==> src/sv/tcea_pkg.sv <==
`default_nettype none

package tcea_pkg;

    // opcodes
    localparam logic [2:0] OP_MOV = 3'd0;
    localparam logic [2:0] OP_ADD = 3'd1;
    localparam logic [2:0] OP_LD  = 3'd2;
    localparam logic [2:0] OP_ST  = 3'd3;
    localparam logic [2:0] OP_CMP = 3'd4;
    localparam logic [2:0] OP_JE  = 3'd5;
    localparam logic [2:0] OP_JMP = 3'd6;
    localparam logic [2:0] OP_BAD = 3'd7;

    // configuration register indexes
    localparam logic [1:0] CFG_START_PC     = 2'd0;
    localparam logic [1:0] CFG_HIT_LATENCY  = 2'd1;
    localparam logic [1:0] CFG_MISS_LATENCY = 2'd2;

    // reset values
    localparam logic [15:0] START_PC_RST     = 16'd0;
    localparam logic [7:0]  HIT_LATENCY_RST  = 8'd2;
    localparam logic [7:0]  MISS_LATENCY_RST = 8'd45;

    localparam logic [31:0] CNT_MAX = 32'hFFFF_FFFF;

    // depth of the result buffer
    localparam int RES_DEPTH = 2;

    typedef struct packed {
        logic [2:0]         op;
        logic [2:0]         reg_a;
        logic               a_is_reg;
        logic [2:0]         reg_b;
        logic               b_is_reg;
        logic signed [7:0]  immediate;
        logic [15:0]        jump_target;
    } cmd_t;

    typedef struct packed {
        logic [15:0] next_pc;
        logic [7:0]  cycles_spent;
        logic        access_hit;
        logic        equal_flag_out;
        logic [31:0] instr_total;
        logic [31:0] cycle_total;
        logic [31:0] hit_total;
        logic [31:0] ldst_total;
        logic        invalid_op;
    } res_t;

    // classified command handed from front to back
    typedef struct packed {
        logic [2:0]  op;
        logic [2:0]  reg_a;
        logic [2:0]  reg_b;
        logic        a_ok;   // first operand names an existing register
        logic        b_ok;   // second operand names an existing register
        logic        ra_ok;  // reg_a index in range, flag ignored
        logic        rb_ok;  // reg_b index in range, flag ignored
        logic [7:0]  imm;
        logic [15:0] target;
    } dec_t;

endpackage

`default_nettype wire

==> src/sv/tcea_fifo.sv <==
`default_nettype none

module tcea_fifo #(
    parameter int WIDTH = 8,
    parameter int DEPTH = 2
) (
    input  wire logic             clk,
    input  wire logic             rst_n,
    input  wire logic             push_valid,
    output logic                  push_stall,
    input  wire logic [WIDTH-1:0] push_data,
    output logic                  pop_valid,
    input  wire logic             pop_stall,
    output logic [WIDTH-1:0]      pop_data
);

    localparam int PW = (DEPTH > 1) ? $clog2(DEPTH) : 1;
    localparam int CW = $clog2(DEPTH + 1);

    logic [WIDTH-1:0] data_reg [DEPTH];
    logic [PW-1:0]    wr_ptr_reg, wr_ptr_next;
    logic [PW-1:0]    rd_ptr_reg, rd_ptr_next;
    logic [CW-1:0]    count_reg, count_next;
    logic             push, pop;

    assign push_stall = (count_reg == CW'(DEPTH));
    assign pop_valid  = (count_reg != '0);
    assign pop_data   = data_reg[rd_ptr_reg];
    assign push       = push_valid && !push_stall;
    assign pop        = pop_valid && !pop_stall;

    // advance pointers and occupancy
    always_comb
    begin
        wr_ptr_next = wr_ptr_reg;
        rd_ptr_next = rd_ptr_reg;
        count_next  = count_reg;
        if (push)
        begin
            wr_ptr_next = (wr_ptr_reg == PW'(DEPTH - 1)) ? '0 : wr_ptr_reg + PW'(1);
        end
        if (pop)
        begin
            rd_ptr_next = (rd_ptr_reg == PW'(DEPTH - 1)) ? '0 : rd_ptr_reg + PW'(1);
        end
        if (push && !pop)
        begin
            count_next = count_reg + CW'(1);
        end
        else if (pop && !push)
        begin
            count_next = count_reg - CW'(1);
        end
    end

    always_ff @(posedge clk or negedge rst_n)
    begin
        if (!rst_n)
        begin
            wr_ptr_reg <= '0;
            rd_ptr_reg <= '0;
            count_reg  <= '0;
        end
        else
        begin
            wr_ptr_reg <= wr_ptr_next;
            rd_ptr_reg <= rd_ptr_next;
            count_reg  <= count_next;
        end
    end

    // hold entries; no reset on payload
    always_ff @(posedge clk)
    begin
        if (push)
        begin
            data_reg[wr_ptr_reg] <= push_data;
        end
    end

endmodule

`default_nettype wire

==> src/sv/tcea_front.sv <==
`default_nettype none

module tcea_front #(
    parameter int NUM_REGS = 6
) (
    input  wire logic          cmd_valid,
    output logic               cmd_stall,
    input  wire tcea_pkg::cmd_t cmd,
    output logic               dec_valid,
    input  wire logic          dec_stall,
    output tcea_pkg::dec_t     dec
);

    logic ra_ok, rb_ok;

    // range-check register indexes against the register count
    assign ra_ok = ({1'b0, cmd.reg_a} < 4'(NUM_REGS));
    assign rb_ok = ({1'b0, cmd.reg_b} < 4'(NUM_REGS));

    // classify the word and pass handshake through to the queue
    always_comb
    begin
        dec.op     = cmd.op;
        dec.reg_a  = cmd.reg_a;
        dec.reg_b  = cmd.reg_b;
        dec.ra_ok  = ra_ok;
        dec.rb_ok  = rb_ok;
        dec.a_ok   = cmd.a_is_reg && ra_ok;
        dec.b_ok   = cmd.b_is_reg && rb_ok;
        dec.imm    = cmd.immediate;
        dec.target = cmd.jump_target;
    end

    assign dec_valid = cmd_valid;
    assign cmd_stall = dec_stall;

endmodule

`default_nettype wire

==> src/sv/tcea_back.sv <==
`default_nettype none

module tcea_back #(
    parameter int NUM_REGS  = 6,
    parameter int MEM_BYTES = 256
) (
    input  wire logic           clk,
    input  wire logic           rst_n,
    input  wire logic           cfg_we,
    input  wire logic [1:0]     cfg_index,
    input  wire logic [15:0]    cfg_data,
    input  wire logic           dec_valid,
    output logic                dec_stall,
    input  wire tcea_pkg::dec_t dec,
    output logic                res_valid,
    input  wire logic           res_stall,
    output tcea_pkg::res_t      res
);

    localparam int AW = (MEM_BYTES > 1) ? $clog2(MEM_BYTES) : 1;

    // architectural state
    logic [7:0]           rf_reg [NUM_REGS];
    logic [7:0]           rf_next [NUM_REGS];
    logic [7:0]           rf_eff [NUM_REGS];
    logic [15:0]          pc_reg, pc_next;
    logic                 eq_reg, eq_next;
    logic [31:0]          instr_reg, instr_next;
    logic [31:0]          cycle_reg, cycle_next;
    logic [31:0]          hit_reg, hit_next;
    logic [31:0]          ldst_reg, ldst_next;
    logic [7:0]           hit_lat_reg;
    logic [7:0]           miss_lat_reg;
    logic [MEM_BYTES-1:0] touched_reg, touched_next;

    // load write-back in the cycle after issue
    logic                 ld_pend_reg, ld_pend_next;
    logic [2:0]           ld_idx_reg;
    logic                 ld_hit_reg;
    logic [7:0]           mem_rdata_reg;
    logic [7:0]           ld_data;

    logic [7:0]           local_mem [MEM_BYTES];

    logic                 fire;
    logic [7:0]           val_a, val_b, addr_val, src, sum;
    logic                 is_ld, is_st, addr_ok, data_ok, go, hit;
    logic [AW-1:0]        addr;
    logic                 mem_we, mem_re;
    logic [7:0]           mem_wdata;
    logic [7:0]           cycles;
    logic [32:0]          cycle_sum;

    assign fire      = dec_valid && !res_stall;
    assign dec_stall = res_stall;
    assign res_valid = dec_valid;

    // forward a pending load into the register view
    assign ld_data = ld_hit_reg ? mem_rdata_reg : 8'h00;

    always_comb
    begin
        for (int i = 0; i < NUM_REGS; i++)
        begin
            rf_eff[i] = (ld_pend_reg && (ld_idx_reg == 3'(i))) ? ld_data : rf_reg[i];
        end
    end

    // read both operands
    always_comb
    begin
        val_a = 8'h00;
        val_b = 8'h00;
        for (int i = 0; i < NUM_REGS; i++)
        begin
            if (dec.reg_a == 3'(i))
            begin
                val_a = rf_eff[i];
            end
            if (dec.reg_b == 3'(i))
            begin
                val_b = rf_eff[i];
            end
        end
    end

    // memory access qualification
    assign is_ld    = (dec.op == tcea_pkg::OP_LD);
    assign is_st    = (dec.op == tcea_pkg::OP_ST);
    assign addr_val = is_ld ? val_b : val_a;
    assign addr_ok  = is_ld ? dec.rb_ok : dec.ra_ok;
    assign data_ok  = is_ld ? dec.a_ok : dec.b_ok;
    assign go       = (is_ld || is_st) && addr_ok && data_ok && !addr_val[7]
                      && ({1'b0, addr_val} < 9'(MEM_BYTES));
    assign addr     = addr_val[AW-1:0];
    assign hit      = go && touched_reg[addr];
    assign src      = dec.b_ok ? val_b : dec.imm;
    assign sum      = val_a + src;

    // a load miss stores zero so that later hits read the reset value
    assign mem_we    = fire && go && (is_st || !hit);
    assign mem_re    = fire && go && is_ld;
    assign mem_wdata = is_st ? val_b : 8'h00;

    // execute one word
    always_comb
    begin
        rf_next      = rf_eff;
        pc_next      = pc_reg;
        eq_next      = eq_reg;
        instr_next   = instr_reg;
        cycle_next   = cycle_reg;
        hit_next     = hit_reg;
        ldst_next    = ldst_reg;
        touched_next = touched_reg;
        ld_pend_next = 1'b0;
        cycles       = 8'd0;
        cycle_sum    = 33'd0;

        if (fire && (dec.op != tcea_pkg::OP_BAD))
        begin
            instr_next = (instr_reg == tcea_pkg::CNT_MAX) ? instr_reg : instr_reg + 32'd1;
            pc_next    = pc_reg + 16'd1;
            cycles     = 8'd1;
            case (dec.op)
                tcea_pkg::OP_MOV:
                begin
                    for (int i = 0; i < NUM_REGS; i++)
                    begin
                        if (dec.a_ok && (dec.reg_a == 3'(i)))
                        begin
                            rf_next[i] = src;
                        end
                    end
                end
                tcea_pkg::OP_ADD:
                begin
                    for (int i = 0; i < NUM_REGS; i++)
                    begin
                        if (dec.a_ok && (dec.reg_a == 3'(i)))
                        begin
                            rf_next[i] = sum;
                        end
                    end
                end
                tcea_pkg::OP_LD, tcea_pkg::OP_ST:
                begin
                    ldst_next = (ldst_reg == tcea_pkg::CNT_MAX) ? ldst_reg : ldst_reg + 32'd1;
                    cycles    = 8'd0;
                    if (go)
                    begin
                        cycles        = hit ? hit_lat_reg : miss_lat_reg;
                        touched_next[addr] = 1'b1;
                        ld_pend_next  = is_ld;
                        if (hit && (hit_reg != tcea_pkg::CNT_MAX))
                        begin
                            hit_next = hit_reg + 32'd1;
                        end
                    end
                end
                tcea_pkg::OP_CMP:
                begin
                    if (dec.a_ok && dec.b_ok)
                    begin
                        eq_next = (val_a == val_b);
                    end
                end
                tcea_pkg::OP_JE:
                begin
                    if (eq_reg)
                    begin
                        pc_next = dec.target;
                        eq_next = 1'b0;
                    end
                end
                tcea_pkg::OP_JMP:
                begin
                    pc_next = dec.target;
                end
                default:
                begin
                    pc_next = pc_reg;
                end
            endcase
            cycle_sum  = {1'b0, cycle_reg} + 33'(cycles);
            cycle_next = cycle_sum[32] ? tcea_pkg::CNT_MAX : cycle_sum[31:0];
        end

        // a start_pc write also reloads the program counter
        if (cfg_we && (cfg_index == tcea_pkg::CFG_START_PC))
        begin
            pc_next = cfg_data;
        end
    end

    // assemble the result word
    always_comb
    begin
        res.next_pc        = pc_next;
        res.cycles_spent   = cycles;
        res.access_hit     = hit && (dec.op != tcea_pkg::OP_BAD);
        res.equal_flag_out = eq_next;
        res.instr_total    = instr_next;
        res.cycle_total    = cycle_next;
        res.hit_total      = hit_next;
        res.ldst_total     = ldst_next;
        res.invalid_op     = (dec.op == tcea_pkg::OP_BAD);
    end

    always_ff @(posedge clk or negedge rst_n)
    begin
        if (!rst_n)
        begin
            for (int i = 0; i < NUM_REGS; i++)
            begin
                rf_reg[i] <= 8'h00;
            end
            pc_reg       <= tcea_pkg::START_PC_RST;
            eq_reg       <= 1'b0;
            instr_reg    <= '0;
            cycle_reg    <= '0;
            hit_reg      <= '0;
            ldst_reg     <= '0;
            hit_lat_reg  <= tcea_pkg::HIT_LATENCY_RST;
            miss_lat_reg <= tcea_pkg::MISS_LATENCY_RST;
            touched_reg  <= '0;
            ld_pend_reg  <= 1'b0;
        end
        else
        begin
            rf_reg       <= rf_next;
            pc_reg       <= pc_next;
            eq_reg       <= eq_next;
            instr_reg    <= instr_next;
            cycle_reg    <= cycle_next;
            hit_reg      <= hit_next;
            ldst_reg     <= ldst_next;
            touched_reg  <= touched_next;
            ld_pend_reg  <= ld_pend_next;
            // the user must write configuration only while idle; the block does not enforce this
            if (cfg_we)
            begin
                case (cfg_index)
                    tcea_pkg::CFG_HIT_LATENCY:  hit_lat_reg  <= cfg_data[7:0];
                    tcea_pkg::CFG_MISS_LATENCY: miss_lat_reg <= cfg_data[7:0];
                    default:                    ;
                endcase
            end
        end
    end

    // hold load destination and hit for the write-back cycle
    always_ff @(posedge clk)
    begin
        if (mem_re)
        begin
            ld_idx_reg <= dec.reg_a;
            ld_hit_reg <= hit;
        end
    end

    // local memory: one write, one registered read
    always_ff @(posedge clk)
    begin
        if (mem_we)
        begin
            local_mem[addr] <= mem_wdata;
        end
        if (mem_re)
        begin
            mem_rdata_reg <= local_mem[addr];
        end
    end

endmodule

`default_nettype wire

==> src/sv/toy_cpu_execute_with_access_tracking_unit.sv <==
// Path: an accepted command word is registered in the command queue and executed, and its
// result is registered in the result buffer; a stall on the result port holds it there.
// Throughput: one command per cycle and one word retired per cycle unless stalled;
// a load writes its register the cycle after it executes, via the memory read port bypass.
// Reset clears registers, flag, totals and the touched map, sets PC to zero and the
// latencies to 2 and 45; the byte memory is not cleared, a byte reads as zero until touched.
`default_nettype none

module toy_cpu_execute_with_access_tracking_unit #(
    parameter int MEM_BYTES   = 256,
    parameter int NUM_REGS    = 6,
    parameter int QUEUE_DEPTH = 2
) (
    input  wire logic           clk,
    input  wire logic           rst_n,
    input  wire logic           cmd_valid,
    output logic                cmd_stall,
    input  wire tcea_pkg::cmd_t cmd,
    output logic                res_valid,
    input  wire logic           res_stall,
    output tcea_pkg::res_t      res,
    input  wire logic           cfg_valid,
    output logic                cfg_ready,
    input  wire logic [1:0]     cfg_index,
    input  wire logic [15:0]    cfg_data
);

    tcea_pkg::dec_t dec_in, dec_q;
    tcea_pkg::res_t exe_res;
    logic           dec_in_valid, dec_in_stall;
    logic           dec_q_valid, dec_q_stall;
    logic           exe_valid, exe_stall;
    logic           exe_fire;
    logic [$bits(tcea_pkg::dec_t)-1:0] dec_q_bits;
    logic [$bits(tcea_pkg::res_t)-1:0] res_bits;

    assign cfg_ready = 1'b1;
    assign dec_q     = tcea_pkg::dec_t'(dec_q_bits);
    assign res       = tcea_pkg::res_t'(res_bits);
    assign exe_fire  = dec_q_valid && !dec_q_stall;

    // classify incoming words
    tcea_front #(
        .NUM_REGS (NUM_REGS)
    ) u_front (
        .cmd_valid (cmd_valid),
        .cmd_stall (cmd_stall),
        .cmd       (cmd),
        .dec_valid (dec_in_valid),
        .dec_stall (dec_in_stall),
        .dec       (dec_in)
    );

    // decouple front from execute
    tcea_fifo #(
        .WIDTH ($bits(tcea_pkg::dec_t)),
        .DEPTH (QUEUE_DEPTH)
    ) u_cmd_queue (
        .clk        (clk),
        .rst_n      (rst_n),
        .push_valid (dec_in_valid),
        .push_stall (dec_in_stall),
        .push_data  (dec_in),
        .pop_valid  (dec_q_valid),
        .pop_stall  (dec_q_stall),
        .pop_data   (dec_q_bits)
    );

    // execute and keep machine state
    tcea_back #(
        .NUM_REGS  (NUM_REGS),
        .MEM_BYTES (MEM_BYTES)
    ) u_back (
        .clk       (clk),
        .rst_n     (rst_n),
        .cfg_we    (cfg_valid && cfg_ready),
        .cfg_index (cfg_index),
        .cfg_data  (cfg_data),
        .dec_valid (dec_q_valid),
        .dec_stall (dec_q_stall),
        .dec       (dec_q),
        .res_valid (exe_valid),
        .res_stall (exe_stall),
        .res       (exe_res)
    );

    // register results toward the consumer
    tcea_fifo #(
        .WIDTH ($bits(tcea_pkg::res_t)),
        .DEPTH (tcea_pkg::RES_DEPTH)
    ) u_res_buf (
        .clk        (clk),
        .rst_n      (rst_n),
        .push_valid (exe_valid),
        .push_stall (exe_stall),
        .push_data  (exe_res),
        .pop_valid  (res_valid),
        .pop_stall  (res_stall),
        .pop_data   (res_bits)
    );

    // an executed word is always buffered for output
    a_exe_to_res: assert property (@(posedge clk) disable iff (!rst_n)
        exe_fire |=> res_valid)
        else $error("executed word not offered on result port");

    // invalid opcodes charge nothing
    a_invalid_free: assert property (@(posedge clk) disable iff (!rst_n)
        (res_valid && res.invalid_op) |-> (res.cycles_spent == 8'd0 && !res.access_hit))
        else $error("invalid opcode charged cycles or hit");

    // a hit is always counted
    a_hit_counted: assert property (@(posedge clk) disable iff (!rst_n)
        (res_valid && res.access_hit) |-> (res.hit_total != 32'd0 && res.ldst_total != 32'd0))
        else $error("hit reported without totals");

    // a valid instruction is always counted
    a_instr_counted: assert property (@(posedge clk) disable iff (!rst_n)
        (res_valid && !res.invalid_op) |-> (res.instr_total != 32'd0))
        else $error("executed instruction not counted");

endmodule

`default_nettype wire
==> config.mk <==
export PLATFORM = sky130hd
export DESIGN_NAME = toy_cpu_execute_with_access_tracking_unit
export DESIGN_NICKNAME = d
export VERILOG_FILES = /design/src/sv/tcea_pkg.sv /design/src/sv/tcea_fifo.sv /design/src/sv/tcea_front.sv /design/src/sv/tcea_back.sv /design/src/sv/toy_cpu_execute_with_access_tracking_unit.sv
export SDC_FILE = /design/constraint.sdc
export NUM_CORES = 2
export LEC_CHECK = 0
export ABC_AREA = 1
export ABC_CLOCK_PERIOD_IN_PS = 20000
export BUFFER_PORTS_ARGS = -buffer_cell sky130_fd_sc_hd__buf_2
export CAP_MARGIN = 20
export CORE_MARGIN = 4
export CORE_UTILIZATION = 45
export CTS_CLUSTER_SIZE = 10
export DETAILED_ROUTE_END_ITERATION = 6
export PLACE_DENSITY = 0.62
export SETUP_SLACK_MARGIN = 0.05
export SYNTH_ARGS = -nofsm -noshare
export SYNTH_HDL_FRONTEND = slang
export SYNTH_HIERARCHICAL = 1
export SYNTH_SLANG_ARGS = --single-unit
==> constraint.sdc <==
create_clock -name clk -period 20 [get_ports clk]
set_input_delay 1 -clock clk [delete_from_list [all_inputs] [get_ports clk]]
set_output_delay 1 -clock clk [all_outputs]
set_load 0.02 [all_outputs]
==> impl_metrics.env <==
export IMPL_numCtsBuffers=349
export IMPL_path_class="reg -> reg"
export IMPL_worstSkewPairLatency_ps=960
export IMPL_dp_hpwl_um=179000
export IMPL_clock_sinks=2918
export IMPL_synth_edff_count=2444
export IMPL_max_slew_margin_rel=0.0526
export IMPL_rsz0062_at_grt="no"
export IMPL_max_cap_violations=0
export IMPL_route_detailed_drc=0
export IMPL_cpMaxStageDelayCell="nand2_4"
export IMPL_initial_core_util=0.452
export IMPL_wl_met3_um=23400
export IMPL_areaGrowthSynthToFinish_pct=14.9
export IMPL_grt_max_degree=214
export IMPL_die_area_mm2=0.270
export IMPL_die_h_um=519
export IMPL_fillers=22253
export IMPL_overflow=0
export IMPL_critical_path_startpoint_type="register"
export IMPL_wirelength_um=303000
export IMPL_drive_above_1_share=0.0890
export IMPL_vias=75951
export IMPL_crit_fanout=91
export IMPL_io_buffer_count=214
export IMPL_gp_congestion=0.912
export IMPL_ant_nets=0
export IMPL_synthesis_area_mm2=0.118
export IMPL_endpoint_kind="register"
export IMPL_ys_types=55
export IMPL_viasPerCell=5.35
export IMPL_die_w_um=519
export IMPL_p_per_area_mw_per_mm2=177
export IMPL_track_usage=0.221
export IMPL_avgSynthCellArea_um2=12.4
export IMPL_synth_area_leaders="edfxtp_1, dfrtp_1, nand2_1"
export IMPL_largest_reg_flops=2048
export IMPL_seqCellArea_mm2=0.0853
export IMPL_grt_pass1_wl_um=460000
export IMPL_synth_most_common_cell="edfxtp_1"
export IMPL_synth_flop_cell="edfxtp_1"
export IMPL_clockBufferDepth=4
export IMPL_worst_pin_slew_ps=1420
export IMPL_synthArstFlopShare=0.162
export IMPL_synth_top_area_share=0.624
export IMPL_cts_root_buf="clkbuf_16"
export IMPL_fin_ws_ps=10350
export IMPL_synth_top_area_cell="edfxtp_1"
export IMPL_hold_viol=0
export IMPL_multi_input_area_mm2=0.0315
export IMPL_drv_slew=0
export IMPL_setup_violations=0
export IMPL_dr_pass1_iters=6
export IMPL_antenna_found_initial=11
export IMPL_dp_cells=13661
export IMPL_critPathMaxStageDelay_ps=730
export IMPL_path_common_cell="nand2_1"
export IMPL_row_count=187
export IMPL_yosysSeqAreaShare=0.725
export IMPL_p_leak_nw=52.7
export IMPL_grt_pass1_vias=75257
export IMPL_cts_tree="yes"
export IMPL_critical_path_arrival_ps=10270
export IMPL_setup_tns_final_ps=0
export IMPL_clk_pin_slew_worst_paths_ps=60
export IMPL_post_place_ws_ps=10480
export IMPL_wl_met2_um=142000
export IMPL_wl_met1_um=129000
export IMPL_drt_iter0_drc=7541
export IMPL_clock_skew_ps=80.2
export IMPL_cts_setup_buffers=0
export IMPL_min_path_type="in -> async"
export IMPL_fmax_mhz=104
export IMPL_required_ps=20620
export IMPL_min_period_ps=9650
export IMPL_fin_cells=14204
export IMPL_avgRoutedWirePerCell_um=21.3
export IMPL_ir_drop_uv=231
export IMPL_ys_ff_latch=2918
export IMPL_synth_commonest_cells="edfxtp_1, nand2_1, a22oi_1, nor2_1, inv_1"
export IMPL_place_area_mm2=0.125
export IMPL_highest_layer="met5"
export IMPL_finalCritPeriodShare=0.483
export IMPL_syn_inst=9462
export IMPL_io_pins=216
export IMPL_fin_nets=10607
export IMPL_ctsHtreeMaxLevel=5
export IMPL_core_mm2=0.260
export IMPL_status="finished, final reports clean"
export IMPL_stdcell_area_mm2=0.135
export IMPL_holdBufCountCts=0
export IMPL_synth_warnings=6
export IMPL_fin_util=0.520
export IMPL_cts_resized=0
## placed cells by master (no fill, tap or decap), types with 148 or more instances in the layout
master	n
a21oi_1	478
a22oi_1	1026
buf_2	213
clkbuf_16	352
conb_1	1025
dfrtp_1	468
edfxtp_1	2444
inv_1	486
nand2_1	2104
nand3_1	177
nor2_1	541
o21ai_0	336
or2_2	148
## report_power, final
part           internal, mW  switching (mW)
Sequential             7.61           0.209
Combinational          2.79            7.76
Clock                  3.27            2.29
Total                  13.7            10.3
## cell families after synthesis
| group | share of synthesized area |
|---|---|
| AOI/OAI and AO/OA | 0.110 |
| xor gates and xnor gates | 0.00797 |
| adders and majority gates | 0.00257 |
| buffers and inverters | 0.0408 |
| DFF | 0.725 |
| muxes | 0.0000957 |
| other | 0.0000639 |
| and+or+nand+nor | 0.113 |
## through the flow
step	hold WS [ps]	total power, mW
after floorplan	420	14.6
after global placement	357	18.4
after detailed placement	360	18.4
after CTS	118	24.1
after global routing	195	25.3
final	146	23.9
## worst max-delay path, delay by kind of cell, from the launching register on
family                     cells  cell delay (ps)
and+or+nand+nor               34             5470
buffers and inverters          6             1820
AOI/OAI and AO/OA              6             1200
DFF                            1              390
adders and majority gates      1              350
## cell type report
| cell class | count | share of cell area |
|---|---|---|
| clock inverters | 24 | 0.00240 |
| flip-flops and latches | 2918 | 0.631 |
| repair buffers | 335 | 0.0166 |
| multi-input cells | 6413 | 0.233 |
| inverters | 509 | 0.0143 |
| well taps | 3496 | 0.0324 |
| clock buffers | 503 | 0.0697 |
| diodes | 6 | 0.000111 |
## worst paths after layout
path,startpoint,end,slack [ps],depth (start not counted)
setup reg to reg,u_cmd_queue/rd_ptr_reg,u_res_buf/data_reg[0][96],10350,47
hold / removal,rst_n,u_back/hit_reg[31],150,1
max in group asynchronous,rst_n,u_back/touched_reg[87],18270,2
hold reg to reg,u_back/touched_reg[233],u_back/touched_reg[233],370,0
setup / recovery,u_cmd_queue/rd_ptr_reg,u_res_buf/data_reg[0][96],10350,47
min in group clk,cmd[11],u_cmd_queue/data_reg[1][11],240,1
## metal layers
| metal | GRT usage | vias to the layer above |
|---|---|---|
| met5 | 0 | - |
| met4 | 0.0707 | 8 |
| met3 | 0.0426 | 530 |
| met2 | 0.352 | 2912 |
| met1 | 0.306 | 37629 |
| li1 | - | 34872 |
(Power assumes the default switching activity.)
